[src/hw/rtl/assert_macros.svh]
// Assertion helpers used by the top-level RTL file.
`ifndef ASSERT_MACROS_SVH
`define ASSERT_MACROS_SVH

// Same-cycle implication, disabled while reset is active.
`define ASSERT_IMPL(lbl, ck, rs, ante, cons) \
  lbl: assert property (@(posedge ck) disable iff (rs) (ante) |-> (cons)) \
    else $error("implication check failed");

// Next-cycle implication, disabled while reset is active.
`define ASSERT_NEXT(lbl, ck, rs, ante, cons) \
  lbl: assert property (@(posedge ck) disable iff (rs) (ante) |=> (cons)) \
    else $error("next-cycle check failed");

`endif

[src/hw/rtl/fcle_pkg.sv]
`default_nettype none
package fcle_pkg;

  localparam int DATA_W       = 32;
  localparam int CNT_W        = 7;
  localparam int IDX_W        = 6;
  localparam int CAPACITY_DEF = 64;

  localparam logic [2:0] OP_CLEAR   = 3'd0;
  localparam logic [2:0] OP_INSERT  = 3'd1;
  localparam logic [2:0] OP_DELETE  = 3'd2;
  localparam logic [2:0] OP_SEARCH  = 3'd3;
  localparam logic [2:0] OP_EXTREME = 3'd4;
  localparam logic [2:0] OP_SORT    = 3'd5;
  localparam logic [2:0] OP_DUMP    = 3'd6;

  localparam logic [2:0] ST_OK       = 3'd0;
  localparam logic [2:0] ST_FULL     = 3'd1;
  localparam logic [2:0] ST_EMPTY    = 3'd2;
  localparam logic [2:0] ST_BADIDX   = 3'd3;
  localparam logic [2:0] ST_NOTFOUND = 3'd4;

  typedef struct packed {
    logic [2:0]               opcode;
    logic [CNT_W-1:0]         position;
    logic signed [DATA_W-1:0] operand_value;
    logic                     ascending;
  } req_t;

  typedef struct packed {
    logic [2:0]               status;
    logic signed [DATA_W-1:0] data_value;
    logic signed [DATA_W-1:0] min_value;
    logic [IDX_W-1:0]         found_index;
    logic [CNT_W-1:0]         length;
    logic                     is_empty;
    logic                     is_full;
    logic                     last;
  } rsp_t;

  // Micro-operations issued by the controller to the datapath.
  typedef enum logic [4:0] {
    CMD_NONE,
    CMD_LOAD,
    CMD_CLEAR,
    CMD_RES_OK,
    CMD_RES_FULL,
    CMD_RES_EMPTY,
    CMD_RES_BAD,
    CMD_RES_NF,
    CMD_RES_FOUND,
    CMD_RES_EXT,
    CMD_INS_INIT,
    CMD_RD_IDXM1,
    CMD_WR_IDX,
    CMD_INS_PUT,
    CMD_DEL_INIT,
    CMD_DEL_CAP,
    CMD_RD_IDX,
    CMD_WR_IDXM1,
    CMD_DEL_DONE,
    CMD_IDX0,
    CMD_IDX_INC,
    CMD_EXT_INIT,
    CMD_EXT_CAP,
    CMD_EXT_UPD,
    CMD_SRT_INIT,
    CMD_SRT_PASS,
    CMD_SRT_CAP,
    CMD_RD_IDXP1,
    CMD_SRT_STEP,
    CMD_SRT_END,
    CMD_DMP_PUSH,
    CMD_PUSH
  } cmd_t;

  typedef struct packed {
    logic [2:0] op;
    logic       full;
    logic       empty;
    logic       pos_gt_n;
    logic       pos_ge_n;
    logic       idx_gt_pos;
    logic       idx_lt_n;
    logic       idx1_lt_lim;
    logic       lim_gt_1;
    logic       rd_eq_val;
    logic       slot_free;
    logic       dmp_last;
  } dp_stat_t;

endpackage
`default_nettype wire

[src/hw/rtl/fcle_ram.sv]
`default_nettype none
module fcle_ram #(
  parameter int WIDTH = 32,
  parameter int DEPTH = 64,
  localparam int AW = (DEPTH > 1) ? $clog2(DEPTH) : 1
) (
  input  wire logic             clk,
  input  wire logic             we,
  input  wire logic [AW-1:0]    waddr,
  input  wire logic [WIDTH-1:0] wdata,
  input  wire logic             re,
  input  wire logic [AW-1:0]    raddr,
  output logic      [WIDTH-1:0] rdata
);

  logic [WIDTH-1:0] mem [DEPTH];

  always_ff @(posedge clk) begin
    if (we) begin
      mem[waddr] <= wdata;
    end
    if (re) begin
      rdata <= mem[raddr];
    end
  end

endmodule
`default_nettype wire

[src/hw/rtl/fcle_dp.sv]
`default_nettype none
module fcle_dp import fcle_pkg::*; #(
  parameter int CAPACITY = CAPACITY_DEF,
  localparam int AW = (CAPACITY > 1) ? $clog2(CAPACITY) : 1
) (
  input  wire logic     clk,
  input  wire logic     rst,
  input  wire cmd_t     cmd,
  input  wire req_t     req,
  input  wire logic     rsp_stall,
  output dp_stat_t      stat,
  output logic          rsp_valid,
  output rsp_t          rsp
);

  logic [2:0]        op;
  logic [CNT_W-1:0]  pos;
  logic [DATA_W-1:0] val;
  logic              asc;
  logic [CNT_W-1:0]  count;
  logic [CNT_W-1:0]  idx;
  logic [CNT_W-1:0]  lim;
  logic [DATA_W-1:0] hold;
  logic [DATA_W-1:0] mx;
  logic [DATA_W-1:0] mn;
  logic [2:0]        res_status;
  logic [DATA_W-1:0] res_data;
  logic [DATA_W-1:0] res_min;
  logic [IDX_W-1:0]  res_idx;

  logic              we;
  logic [AW-1:0]     waddr;
  logic [DATA_W-1:0] wdata;
  logic              re;
  logic [AW-1:0]     raddr;
  logic [DATA_W-1:0] rdata;

  logic [CNT_W-1:0]  idx_m1;
  logic [CNT_W-1:0]  idx_p1;
  logic              swap;
  logic              slot_free;
  logic              full;

  fcle_ram #(.WIDTH(DATA_W), .DEPTH(CAPACITY)) u_ram (
    .clk   (clk),
    .we    (we),
    .waddr (waddr),
    .wdata (wdata),
    .re    (re),
    .raddr (raddr),
    .rdata (rdata)
  );

  assign idx_m1    = idx - CNT_W'(1);
  assign idx_p1    = idx + CNT_W'(1);
  assign full      = (count == CNT_W'(CAPACITY));
  assign slot_free = !rsp_valid || !rsp_stall;
  assign swap      = asc ? ($signed(hold) > $signed(rdata))
                         : ($signed(hold) < $signed(rdata));

  always_comb begin
    stat.op          = op;
    stat.full        = full;
    stat.empty       = (count == '0);
    stat.pos_gt_n    = (pos > count);
    stat.pos_ge_n    = (pos >= count);
    stat.idx_gt_pos  = (idx > pos);
    stat.idx_lt_n    = (idx < count);
    stat.idx1_lt_lim = (idx_p1 < lim);
    stat.lim_gt_1    = (lim > CNT_W'(1));
    stat.rd_eq_val   = (rdata == val);
    stat.slot_free   = slot_free;
    stat.dmp_last    = (idx_p1 == count);
  end

  // Memory port steering.
  always_comb begin
    we    = 1'b0;
    waddr = idx[AW-1:0];
    wdata = rdata;
    re    = 1'b0;
    raddr = idx[AW-1:0];
    case (cmd)
      CMD_RD_IDXM1: begin
        re    = 1'b1;
        raddr = idx_m1[AW-1:0];
      end
      CMD_WR_IDX: begin
        we = 1'b1;
      end
      CMD_INS_PUT: begin
        we    = 1'b1;
        waddr = pos[AW-1:0];
        wdata = val;
      end
      CMD_DEL_INIT: begin
        re    = 1'b1;
        raddr = pos[AW-1:0];
      end
      CMD_RD_IDX: begin
        re = 1'b1;
      end
      CMD_WR_IDXM1: begin
        we    = 1'b1;
        waddr = idx_m1[AW-1:0];
      end
      CMD_EXT_INIT, CMD_SRT_PASS: begin
        re    = 1'b1;
        raddr = '0;
      end
      CMD_RD_IDXP1: begin
        re    = 1'b1;
        raddr = idx_p1[AW-1:0];
      end
      CMD_SRT_STEP: begin
        we    = 1'b1;
        wdata = swap ? rdata : hold;
      end
      CMD_SRT_END: begin
        we    = 1'b1;
        wdata = hold;
      end
      default: begin
      end
    endcase
  end

  always_ff @(posedge clk) begin
    case (cmd)
      CMD_LOAD: begin
        op  <= req.opcode;
        pos <= req.position;
        val <= req.operand_value;
        asc <= req.ascending;
      end
      CMD_CLEAR, CMD_RES_OK, CMD_INS_PUT: begin
        res_status <= ST_OK;
        res_data   <= '0;
        res_min    <= '0;
        res_idx    <= '0;
      end
      CMD_RES_FULL: begin
        res_status <= ST_FULL;
        res_data   <= '0;
        res_min    <= '0;
        res_idx    <= '0;
      end
      CMD_RES_EMPTY: begin
        res_status <= ST_EMPTY;
        res_data   <= '0;
        res_min    <= '0;
        res_idx    <= '0;
      end
      CMD_RES_BAD: begin
        res_status <= ST_BADIDX;
        res_data   <= '0;
        res_min    <= '0;
        res_idx    <= '0;
      end
      CMD_RES_NF: begin
        res_status <= ST_NOTFOUND;
        res_data   <= '0;
        res_min    <= '0;
        res_idx    <= '0;
      end
      CMD_RES_FOUND: begin
        res_status <= ST_OK;
        res_data   <= '0;
        res_min    <= '0;
        res_idx    <= idx[IDX_W-1:0];
      end
      CMD_RES_EXT: begin
        res_status <= ST_OK;
        res_data   <= mx;
        res_min    <= mn;
        res_idx    <= '0;
      end
      CMD_DEL_DONE: begin
        res_status <= ST_OK;
        res_min    <= '0;
        res_idx    <= '0;
      end
      CMD_INS_INIT: begin
        idx <= count;
      end
      CMD_WR_IDX: begin
        idx <= idx_m1;
      end
      CMD_DEL_INIT: begin
        idx <= pos + CNT_W'(1);
      end
      CMD_DEL_CAP: begin
        res_data <= rdata;
      end
      CMD_WR_IDXM1, CMD_IDX_INC: begin
        idx <= idx_p1;
      end
      CMD_IDX0, CMD_SRT_PASS: begin
        idx <= '0;
      end
      CMD_EXT_INIT: begin
        idx <= CNT_W'(1);
      end
      CMD_EXT_CAP: begin
        mx <= rdata;
        mn <= rdata;
      end
      CMD_EXT_UPD: begin
        if ($signed(rdata) > $signed(mx)) begin
          mx <= rdata;
        end
        if ($signed(rdata) < $signed(mn)) begin
          mn <= rdata;
        end
        idx <= idx_p1;
      end
      CMD_SRT_INIT: begin
        lim <= count;
      end
      CMD_SRT_CAP: begin
        hold <= rdata;
      end
      CMD_SRT_STEP: begin
        if (!swap) begin
          hold <= rdata;
        end
        idx <= idx_p1;
      end
      CMD_SRT_END: begin
        lim <= lim - CNT_W'(1);
      end
      CMD_DMP_PUSH: begin
        idx <= idx_p1;
      end
      default: begin
      end
    endcase
  end

  // Element count.
  always_ff @(posedge clk) begin
    if (rst) begin
      count <= '0;
    end else begin
      case (cmd)
        CMD_CLEAR:    count <= '0;
        CMD_INS_PUT:  count <= count + CNT_W'(1);
        CMD_DEL_DONE: count <= count - CNT_W'(1);
        default: begin
        end
      endcase
    end
  end

  // Output register.
  always_ff @(posedge clk) begin
    if (rst) begin
      rsp_valid <= 1'b0;
    end else if (cmd == CMD_PUSH || cmd == CMD_DMP_PUSH) begin
      rsp_valid <= 1'b1;
    end else if (!rsp_stall) begin
      rsp_valid <= 1'b0;
    end
  end

  always_ff @(posedge clk) begin
    if (cmd == CMD_PUSH) begin
      rsp.status      <= res_status;
      rsp.data_value  <= res_data;
      rsp.min_value   <= res_min;
      rsp.found_index <= res_idx;
      rsp.length      <= count;
      rsp.is_empty    <= (count == '0);
      rsp.is_full     <= full;
      rsp.last        <= 1'b1;
    end else if (cmd == CMD_DMP_PUSH) begin
      rsp.status      <= ST_OK;
      rsp.data_value  <= rdata;
      rsp.min_value   <= '0;
      rsp.found_index <= '0;
      rsp.length      <= count;
      rsp.is_empty    <= (count == '0);
      rsp.is_full     <= full;
      rsp.last        <= (idx_p1 == count);
    end
  end

endmodule
`default_nettype wire

[src/hw/rtl/fcle_ctrl.sv]
`default_nettype none
module fcle_ctrl import fcle_pkg::*; (
  input  wire logic     clk,
  input  wire logic     rst,
  input  wire logic     req_valid,
  input  wire dp_stat_t stat,
  output cmd_t          cmd,
  output logic          idle
);

  typedef enum logic [18:0] {
    S_IDLE     = 19'b0000000000000000001,
    S_DISP     = 19'b0000000000000000010,
    S_INS_RD   = 19'b0000000000000000100,
    S_INS_WR   = 19'b0000000000000001000,
    S_DEL_CAP  = 19'b0000000000000010000,
    S_DEL_RD   = 19'b0000000000000100000,
    S_DEL_WR   = 19'b0000000000001000000,
    S_SRC_RD   = 19'b0000000000010000000,
    S_SRC_CMP  = 19'b0000000000100000000,
    S_EXT_CAP  = 19'b0000000001000000000,
    S_EXT_RD   = 19'b0000000010000000000,
    S_EXT_CMP  = 19'b0000000100000000000,
    S_SRT_PASS = 19'b0000001000000000000,
    S_SRT_CAP  = 19'b0000010000000000000,
    S_SRT_RD   = 19'b0000100000000000000,
    S_SRT_CMP  = 19'b0001000000000000000,
    S_DMP_RD   = 19'b0010000000000000000,
    S_DMP_PUT  = 19'b0100000000000000000,
    S_EMIT     = 19'b1000000000000000000
  } state_t;

  state_t state;
  state_t state_next;

  assign idle = (state == S_IDLE);

  always_ff @(posedge clk) begin
    if (rst) begin
      state <= S_IDLE;
    end else begin
      state <= state_next;
    end
  end

  always_comb begin
    cmd        = CMD_NONE;
    state_next = state;
    case (state)
      S_IDLE: begin
        if (req_valid) begin
          cmd        = CMD_LOAD;
          state_next = S_DISP;
        end
      end
      S_DISP: begin
        state_next = S_EMIT;
        case (stat.op)
          OP_CLEAR: cmd = CMD_CLEAR;
          OP_INSERT: begin
            if (stat.full) begin
              cmd = CMD_RES_FULL;
            end else if (stat.pos_gt_n) begin
              cmd = CMD_RES_BAD;
            end else begin
              cmd        = CMD_INS_INIT;
              state_next = S_INS_RD;
            end
          end
          OP_DELETE: begin
            if (stat.empty) begin
              cmd = CMD_RES_EMPTY;
            end else if (stat.pos_ge_n) begin
              cmd = CMD_RES_BAD;
            end else begin
              cmd        = CMD_DEL_INIT;
              state_next = S_DEL_CAP;
            end
          end
          OP_SEARCH: begin
            cmd        = CMD_IDX0;
            state_next = S_SRC_RD;
          end
          OP_EXTREME: begin
            if (stat.empty) begin
              cmd = CMD_RES_EMPTY;
            end else begin
              cmd        = CMD_EXT_INIT;
              state_next = S_EXT_CAP;
            end
          end
          OP_SORT: begin
            cmd        = CMD_SRT_INIT;
            state_next = S_SRT_PASS;
          end
          OP_DUMP: begin
            if (stat.empty) begin
              cmd = CMD_RES_EMPTY;
            end else begin
              cmd        = CMD_IDX0;
              state_next = S_DMP_RD;
            end
          end
          default: cmd = CMD_RES_OK;
        endcase
      end
      S_INS_RD: begin
        if (stat.idx_gt_pos) begin
          cmd        = CMD_RD_IDXM1;
          state_next = S_INS_WR;
        end else begin
          cmd        = CMD_INS_PUT;
          state_next = S_EMIT;
        end
      end
      S_INS_WR: begin
        cmd        = CMD_WR_IDX;
        state_next = S_INS_RD;
      end
      S_DEL_CAP: begin
        cmd        = CMD_DEL_CAP;
        state_next = S_DEL_RD;
      end
      S_DEL_RD: begin
        if (stat.idx_lt_n) begin
          cmd        = CMD_RD_IDX;
          state_next = S_DEL_WR;
        end else begin
          cmd        = CMD_DEL_DONE;
          state_next = S_EMIT;
        end
      end
      S_DEL_WR: begin
        cmd        = CMD_WR_IDXM1;
        state_next = S_DEL_RD;
      end
      S_SRC_RD: begin
        if (stat.idx_lt_n) begin
          cmd        = CMD_RD_IDX;
          state_next = S_SRC_CMP;
        end else begin
          cmd        = CMD_RES_NF;
          state_next = S_EMIT;
        end
      end
      S_SRC_CMP: begin
        if (stat.rd_eq_val) begin
          cmd        = CMD_RES_FOUND;
          state_next = S_EMIT;
        end else begin
          cmd        = CMD_IDX_INC;
          state_next = S_SRC_RD;
        end
      end
      S_EXT_CAP: begin
        cmd        = CMD_EXT_CAP;
        state_next = S_EXT_RD;
      end
      S_EXT_RD: begin
        if (stat.idx_lt_n) begin
          cmd        = CMD_RD_IDX;
          state_next = S_EXT_CMP;
        end else begin
          cmd        = CMD_RES_EXT;
          state_next = S_EMIT;
        end
      end
      S_EXT_CMP: begin
        cmd        = CMD_EXT_UPD;
        state_next = S_EXT_RD;
      end
      S_SRT_PASS: begin
        if (stat.lim_gt_1) begin
          cmd        = CMD_SRT_PASS;
          state_next = S_SRT_CAP;
        end else begin
          cmd        = CMD_RES_OK;
          state_next = S_EMIT;
        end
      end
      S_SRT_CAP: begin
        cmd        = CMD_SRT_CAP;
        state_next = S_SRT_RD;
      end
      S_SRT_RD: begin
        if (stat.idx1_lt_lim) begin
          cmd        = CMD_RD_IDXP1;
          state_next = S_SRT_CMP;
        end else begin
          cmd        = CMD_SRT_END;
          state_next = S_SRT_PASS;
        end
      end
      S_SRT_CMP: begin
        cmd        = CMD_SRT_STEP;
        state_next = S_SRT_RD;
      end
      S_DMP_RD: begin
        cmd        = CMD_RD_IDX;
        state_next = S_DMP_PUT;
      end
      S_DMP_PUT: begin
        if (stat.slot_free) begin
          cmd        = CMD_DMP_PUSH;
          state_next = stat.dmp_last ? S_IDLE : S_DMP_RD;
        end
      end
      S_EMIT: begin
        if (stat.slot_free) begin
          cmd        = CMD_PUSH;
          state_next = S_IDLE;
        end
      end
      default: state_next = S_IDLE;
    endcase
  end

endmodule
`default_nettype wire

[src/hw/rtl/fixed_capacity_list_engine_unit.sv]
// Channel | Direction | Payload | Handshake
// req     | in        | req_t   | req_valid / req_stall
// rsp     | out       | rsp_t   | rsp_valid / rsp_stall
//
// One item is worked at a time; the list lives in a single-port-read RAM whose
// read data is registered, so each element visited takes a read state followed
// by a write, compare or push state. Sort works by bubble passes over the RAM.
// Reset clears the element count and the control state; the RAM is not
// cleared. A stalled result register holds the machine before it pushes.
`default_nettype none
`include "assert_macros.svh"
module fixed_capacity_list_engine_unit import fcle_pkg::*; #(
  parameter int CAPACITY = CAPACITY_DEF
) (
  input  wire logic clk,
  input  wire logic rst,
  input  wire logic req_valid,
  output logic      req_stall,
  input  wire req_t req,
  output logic      rsp_valid,
  input  wire logic rsp_stall,
  output rsp_t      rsp
);

  // Controller and datapath exchange only a command code and a status bundle.
  cmd_t     cmd;
  dp_stat_t stat;
  logic     idle;

  // Items are taken only while the controller sits idle.
  assign req_stall = !idle;

  fcle_ctrl u_ctrl (
    .clk       (clk),
    .rst       (rst),
    .req_valid (req_valid),
    .stat      (stat),
    .cmd       (cmd),
    .idle      (idle)
  );

  fcle_dp #(.CAPACITY(CAPACITY)) u_dp (
    .clk       (clk),
    .rst       (rst),
    .cmd       (cmd),
    .req       (req),
    .rsp_stall (rsp_stall),
    .stat      (stat),
    .rsp_valid (rsp_valid),
    .rsp       (rsp)
  );

  // An accepted item keeps the block busy in the following cycle.
  `ASSERT_NEXT(a_busy_after_accept, clk, rst, req_valid && !req_stall, req_stall)
  // A reported length never exceeds the capacity.
  `ASSERT_IMPL(a_len_bound, clk, rst, rsp_valid, rsp.length <= CNT_W'(CAPACITY))
  // The empty flag agrees with the reported length.
  `ASSERT_IMPL(a_empty_flag, clk, rst, rsp_valid, rsp.is_empty == (rsp.length == '0))

endmodule
`default_nettype wire
[config.mk]
export PLATFORM = sky130hd
export DESIGN_NAME = fixed_capacity_list_engine_unit
export DESIGN_NICKNAME = d
export VERILOG_FILES = /design/src/hw/rtl/fcle_pkg.sv /design/src/hw/rtl/fcle_ram.sv /design/src/hw/rtl/fcle_dp.sv /design/src/hw/rtl/fcle_ctrl.sv /design/src/hw/rtl/fixed_capacity_list_engine_unit.sv
export VERILOG_INCLUDE_DIRS = /design/src /design/src/hw/rtl
export SDC_FILE = /design/constraint.sdc
export NUM_CORES = 2
export LEC_CHECK = 0
export BUFFER_PORTS_ARGS = -buffer_cell sky130_fd_sc_hd__buf_2
export CORE_MARGIN = 2
export CORE_UTILIZATION = 53
export CTS_CLUSTER_SIZE = 25
export DETAILED_ROUTE_END_ITERATION = 7
export HOLD_SLACK_MARGIN = 0.08
export PLACE_DENSITY = 0.69
export SLEW_MARGIN = 20
export SYNTH_ARGS = -nofsm -noshare
export SYNTH_HDL_FRONTEND = slang
export SYNTH_HIERARCHICAL = 1
export SYNTH_SLANG_ARGS = --single-unit
[constraint.sdc]
create_clock -name clk -period 11.4 [get_ports clk]
set_input_delay 0.57 -clock clk [delete_from_list [all_inputs] [get_ports clk]]
set_output_delay 0.57 -clock clk [all_outputs]
set_load 0.02 [all_outputs]
# Word-level counts from Yosys, hierarchy flattened
# Memories as Yosys holds them, arrays and structs flattened. A register that Yosys moved wholly into a read port is not among the register bits.
# Cells that the tools add are included.
# totals
register_bits	336
ramBits	2048
input_bits	47
out_inout_bits	85
word_cells	203
mem_count	1
# op_classes
n_addsub	6
order_cmp	10
n_eq_ne	66
n_mux	63
n_reduce_logical	33
# mem_list
memory	words	word_bits	read_ports	rd_clocked_by_memory_dff	wr	line	rtl
u_dp.u_ram.mem	64	32	1	1	1	fcle_ram.sv:16	logic [WIDTH-1:0] mem [DEPTH];
# op_table
operator	count
$pmux 19 s16	1
$mux 19	15
$pmux 32 s2	4
$pmux 32 s3	2
$mux 83	2
$mux 32	4
$pmux 19 s6	1
$pmux 5 s19	1
$eq 5x5->1 const B	16
$gt 32x32->1	2
$lt 32x32->1	2
$mux 5	10
$pmux 7 s6	1
$eq 5x4->1 const B	8
$pmux 5 s7	1
$eq 32x32->1	1
$pmux 6 s2	2
$pmux 6 s4	1
$add 7x1->7 const B	3
$pmux 7 s3	1
$sub 7x1->7 const B	3
$eq 5x3->1 const B	4
$eq 19x1->1 const B	1
$eq 19x10->1 const B	1
other kinds (53)	91

# Depth between registers and ports, before layout
# logic_depth
ltp_word	10
ltp_mapped	33
mapped_depth_nobuf	29

# Modules after synthesis
# Netlist, hierarchy kept.
# modules_own_cells
mod	n_inst	cells_each	area_each_um2	seq_area_each_um2
fcle_ram	1	3324	78833.1	62459.9
fcle_dp	1	1343	16403.2	9429.0
fcle_ctrl	1	201	1554.0	380.4
fixed_capacity_list_engine_unit	1	1	3.8	0.0

# Least setup slack after synthesis
# Ideal clock, no wire load.
# synth_path
path_type	reg-to-reg
from	register u_dp.idx[0]
to	register u_dp.asc (enable)
t_arrival_ns	7.380
required_ns	10.850
slack_ns	3.470
path_stages_with_launch	18
path_buffers	2
period_less_slack_ns	7.930
cell_sequence	edfxtp_1 -> inv_1 -> ha_1 -> ha_1 -> a21boi_1 -> o21ai_0 -> nand2b_1 -> a21oi_1 -> nor2b_1 -> o21ai_0 -> nand2b_1 -> a21oi_1 -> nor3_1 -> a2111oi_0 -> o2111ai_1 -> clkbuf_1 -> clkbuf_1 -> nor4_1
# synth_lines
element	line	rtl
start: declaration	fcle_dp.sv:21	logic [CNT_W-1:0] idx;
start signal: assignment	fcle_dp.sv:184	idx <= count;
start signal: assignment	fcle_dp.sv:187	idx <= idx_m1;
start signal: assignment	fcle_dp.sv:190	idx <= pos + CNT_W'(1);
end signal: assignment	fcle_dp.sv:134	asc <= req.ascending;
end: declaration	fcle_dp.sv:19	logic asc;

==> metrics.csv <==
metric;value;unit
worst reg2reg setup slack;2.47;ns
first-pass GRT wire length;347;mm
Buffers on Ports;131;
GRT overflow;0;
DRT Pass-1 Iters;6;
initial drt markers;6722;
vias in the first global route;49523;
Worst Reg-to-Reg Cells;27;
ratio of cells with drive above 1 in the final layout;24.0;%
DRC Markers;0;
Post-DP HPWL;135;mm
buffer count from post-CTS setup fixing;0;
Starting Density;53.4;%
Die Area;186000;um2
Worst Tran Pin Value;1.09;ns
Finished Cell Area;109000;um2
count of cell types in the netlist;82;
top_reg_cell synth;edfxtp_1;
largest net degree at the start of global routing;100;
relative max-transition margin;27.3;%
Hold WS;0.397;ns
Num CTS Buffers;229;
Syn Area/Cell;19.9;um2
RSZ-0062 raised after global routing;no;
Leak Pwr;34.5;nW
Die Wd;431;um
clock slew at reported path FFs;0.06;ns
CTS root buf;clkbuf_16;
Max Fclk;112;MHz
Critical Path Sink;u_dp/u_ram/rdata[30];
final setup vio count;0;
GR Util All Layers;26.1;%
worst setup margin;2.47;ns
via count;49713;
Post-Place Worst Slack;2.46;ns
drt total wl;242;mm
cell taking the most area after synthesis;edfxtp_1;
fin crit share;78.3;%
Min-Delay Path Class;in -> reg;
Reg-to-Reg Start;u_dp/idx[0];
final hold vios;0;
hold_sp;req[42];
Placed Instance Area;101000;um2
top post-synthesis cells by area;edfxtp_1 (74%), mux4_2 (13%), ha_1 (1.7%);
status;finished, final reports clean;
wire per inst;31.2;um
CP max FO;45;
GP Congestion;0.868;
final core utilization;60.2;%
Peak supply drop;0.185;mV
Max Cap Viol;0;
clock skew;0.0548;ns
CTS Buffer Depth;3;
sequential share of the synthesized area;74.7;%
CTS tree;yes;
Final min period;8.93;ns
crit end category;flop;
CP startpoint;u_dp/idx[0];
post-synthesis cell count;4869;
crit start category;flop;
Req. time, crit path;11.97;ns
initial antenna violation count;5;
Via density;6.40;
max-slew violation count;0;
Yosys reg bits;2416;
core area;181000;um2
DIE HEIGHT;431;um
fill count;12648;
htree depth;4;
R2R Path End;u_dp/u_ram/rdata[30];
area growth from synthesis to layout;12.6;%
row cnt;156;
Post-Syn Area;96800;um2
clock sinks;2416;
synth warn;6;
worst path arrival time;9.50;ns
final net count;5381;
top-area cell type share of the netlist area;74.1;%
Power Dens Cells;158;nW/um2
antenna-violating nets left;0;
WS Path Type;reg -> reg;
Worst-Skew Late Latency;0.89;ns
Post-synth ARST share;0;%
syn nets;5049;
Post-synth EDFFs;2388;
setup TNS;0;ns
IO Count;132;
==> routing by layer <==
layer | vias up | track usage, % | part of all wire (%)
met4 | 0 | 9.28 | 3.7
li1 | 20703 | - | -
met1 | 26088 | 36.5 | 38
met5 | - | 0 | 0
met2 | 2530 | 40.8 | 47
met3 | 392 | 6.07 | 11
==> power by group <==
part	internal (mW)	switching, mW
clock	4.06	3.27
combinational	0.0791	0.144
sequential	9.68	0.0389
==> registers in the layout, indices dropped and copies added (netlist names) <==
signal	flops
u_dp/mx	32
u_dp/rsp_valid	1
u_dp/res_status	3
u_dp/pos	7
u_dp/op	3
u_ctrl/state	19
u_dp/val	32
u_dp/u_ram/mem	2048
u_dp/mn	32
u_dp/idx	7
u_dp/count	7
u_dp/res_idx	6
u_dp/rsp	83
u_dp/res_min	32
u_dp/asc	1
u_dp/hold	32
u_dp/lim	7
u_dp/res_data	32
u_dp/u_ram/rdata	32
==> cell type report <==
cell class                 instances  area (um2)  area share (%)
antenna                            2        5.00         0.00459
timing repair buffer             346        2490            2.29
inverter                         146         549           0.504
sequential                      2416       72300            66.3
multi-input combinational       2062       23500            21.6
clock buffer                     284        5960            5.47
clock inverter                   137        1220            1.12
tap                             2370        2970            2.72
==> critical path, stage by stage (launching register included) <==
cell and delay, ns:
edfxtp_1 0.51, inv_1 0.22, ha_1 0.44, ha_1 0.30
a21boi_1 0.12, o21ai_0 0.16, nand2b_1 0.07, a21oi_1 0.15
nor2b_1 0.06, o21ai_0 0.14, nand2b_1 0.07, a21oi_1 0.25
nor3_1 0.11, a2111oi_0 0.53, o2111ai_2 0.64, nand2_1 0.34
nor2_1 0.07, o21ai_0 0.15, a21o_1 0.22, o31ai_2 0.08
buf_4 0.21, o21ai_4 0.69, buf_4 0.52, buf_4 0.79
mux4_2 0.62, mux4_2 0.49, o22ai_1 0.37, nor2_1 0.20
==> synthesized netlist by cell type (9+ instances only) <==
cell / n
edfxtp_1: 2388
mux4_2: 544
nor2_1: 226
inv_1: 146
ha_1: 132
a21oi_1: 131
clkbuf_1: 122
and2_1: 115
mux2i_1: 100
o22ai_1: 93
nand2_1: 91
buf_2: 65
a22o_1: 64
o21ai_0: 47
xor2_1: 43
nor3_1: 38
a221o_1: 36
o221ai_1: 30
nor2b_1: 29
dfxtp_1: 28
nand3_1: 28
xnor2_1: 28
buf_4: 26
nand2b_1: 26
nor4_1: 26
nand4_1: 25
a22oi_1: 24
buf_1: 24
a21o_1: 22
a211oi_1: 14
a311oi_1: 10
and3_1: 10
o21ai_1: 9
==> metrics by stage <==
step / total power, mW / cells
2_1_floorplan: 10.0 / 4869
3_3_place_gp: 10.1 / 7292
3_5_place_dp: 10.1 / 7293
4_1_cts: 17.4 / 7761
5_1_grt: 17.7 / 7762
6_report: 17.3 / 7763
==> layout by cell type, fill, tap and decap left out, types with 45 or more instances in the layout <==
| cell type | n |
|---|---|
| clkbuf_16 | 230 |
| and2_1 | 115 |
| o21ai_0 | 45 |
| mux4_2 | 544 |
| dlygate4sd3_1 | 47 |
| buf_4 | 160 |
| ha_1 | 132 |
| nor2_4 | 63 |
| clkinv_1 | 63 |
| nand2_1 | 90 |
| clkbuf_1 | 54 |
| inv_1 | 145 |
| o22ai_1 | 93 |
| nor2_1 | 161 |
| mux2i_1 | 100 |
| edfxtp_1 | 2388 |
| a21oi_1 | 127 |
| a22o_1 | 64 |
| buf_2 | 131 |
==> worst min-delay path by stage <==
| stage | end | slack, ns | cells after the start |
|---|---|---|---|
| finish | u_dp/op[2] | 0.40 | 2 |
| CTS | u_dp/op[2] | 0.33 | 2 |
| detailed placement | u_dp/rsp[0] | 0.46 | 2 |
| floorplan | u_dp/rsp[10] | 0.50 | 1 |
| global placement | u_dp/rsp[0] | 0.44 | 2 |
| global route | u_dp/pos[2] | 0.37 | 2 |
==> repair_timing <==
action	in CTS	in global routing
gates resized for setup	0	0
endpoints found under the hold margin	53	0
endpoints found under the setup margin	0	0
hold buffers	47	0
==> logic make-up after synthesis <==
kind of cell / Yosys count / share of synthesized area, %
flip-flops: 2416 / 74.7
AND/OR/NAND/NOR: 676 / 3.66
multiplexers: 644 / 13.7
AO/OA/AOI/OAI: 538 / 3.85
buffers and inverters: 391 / 1.76
adder cells (fa/ha/maj): 133 / 1.73
XOR/XNOR: 71 / 0.642
(Power assumes the default switching activity.)
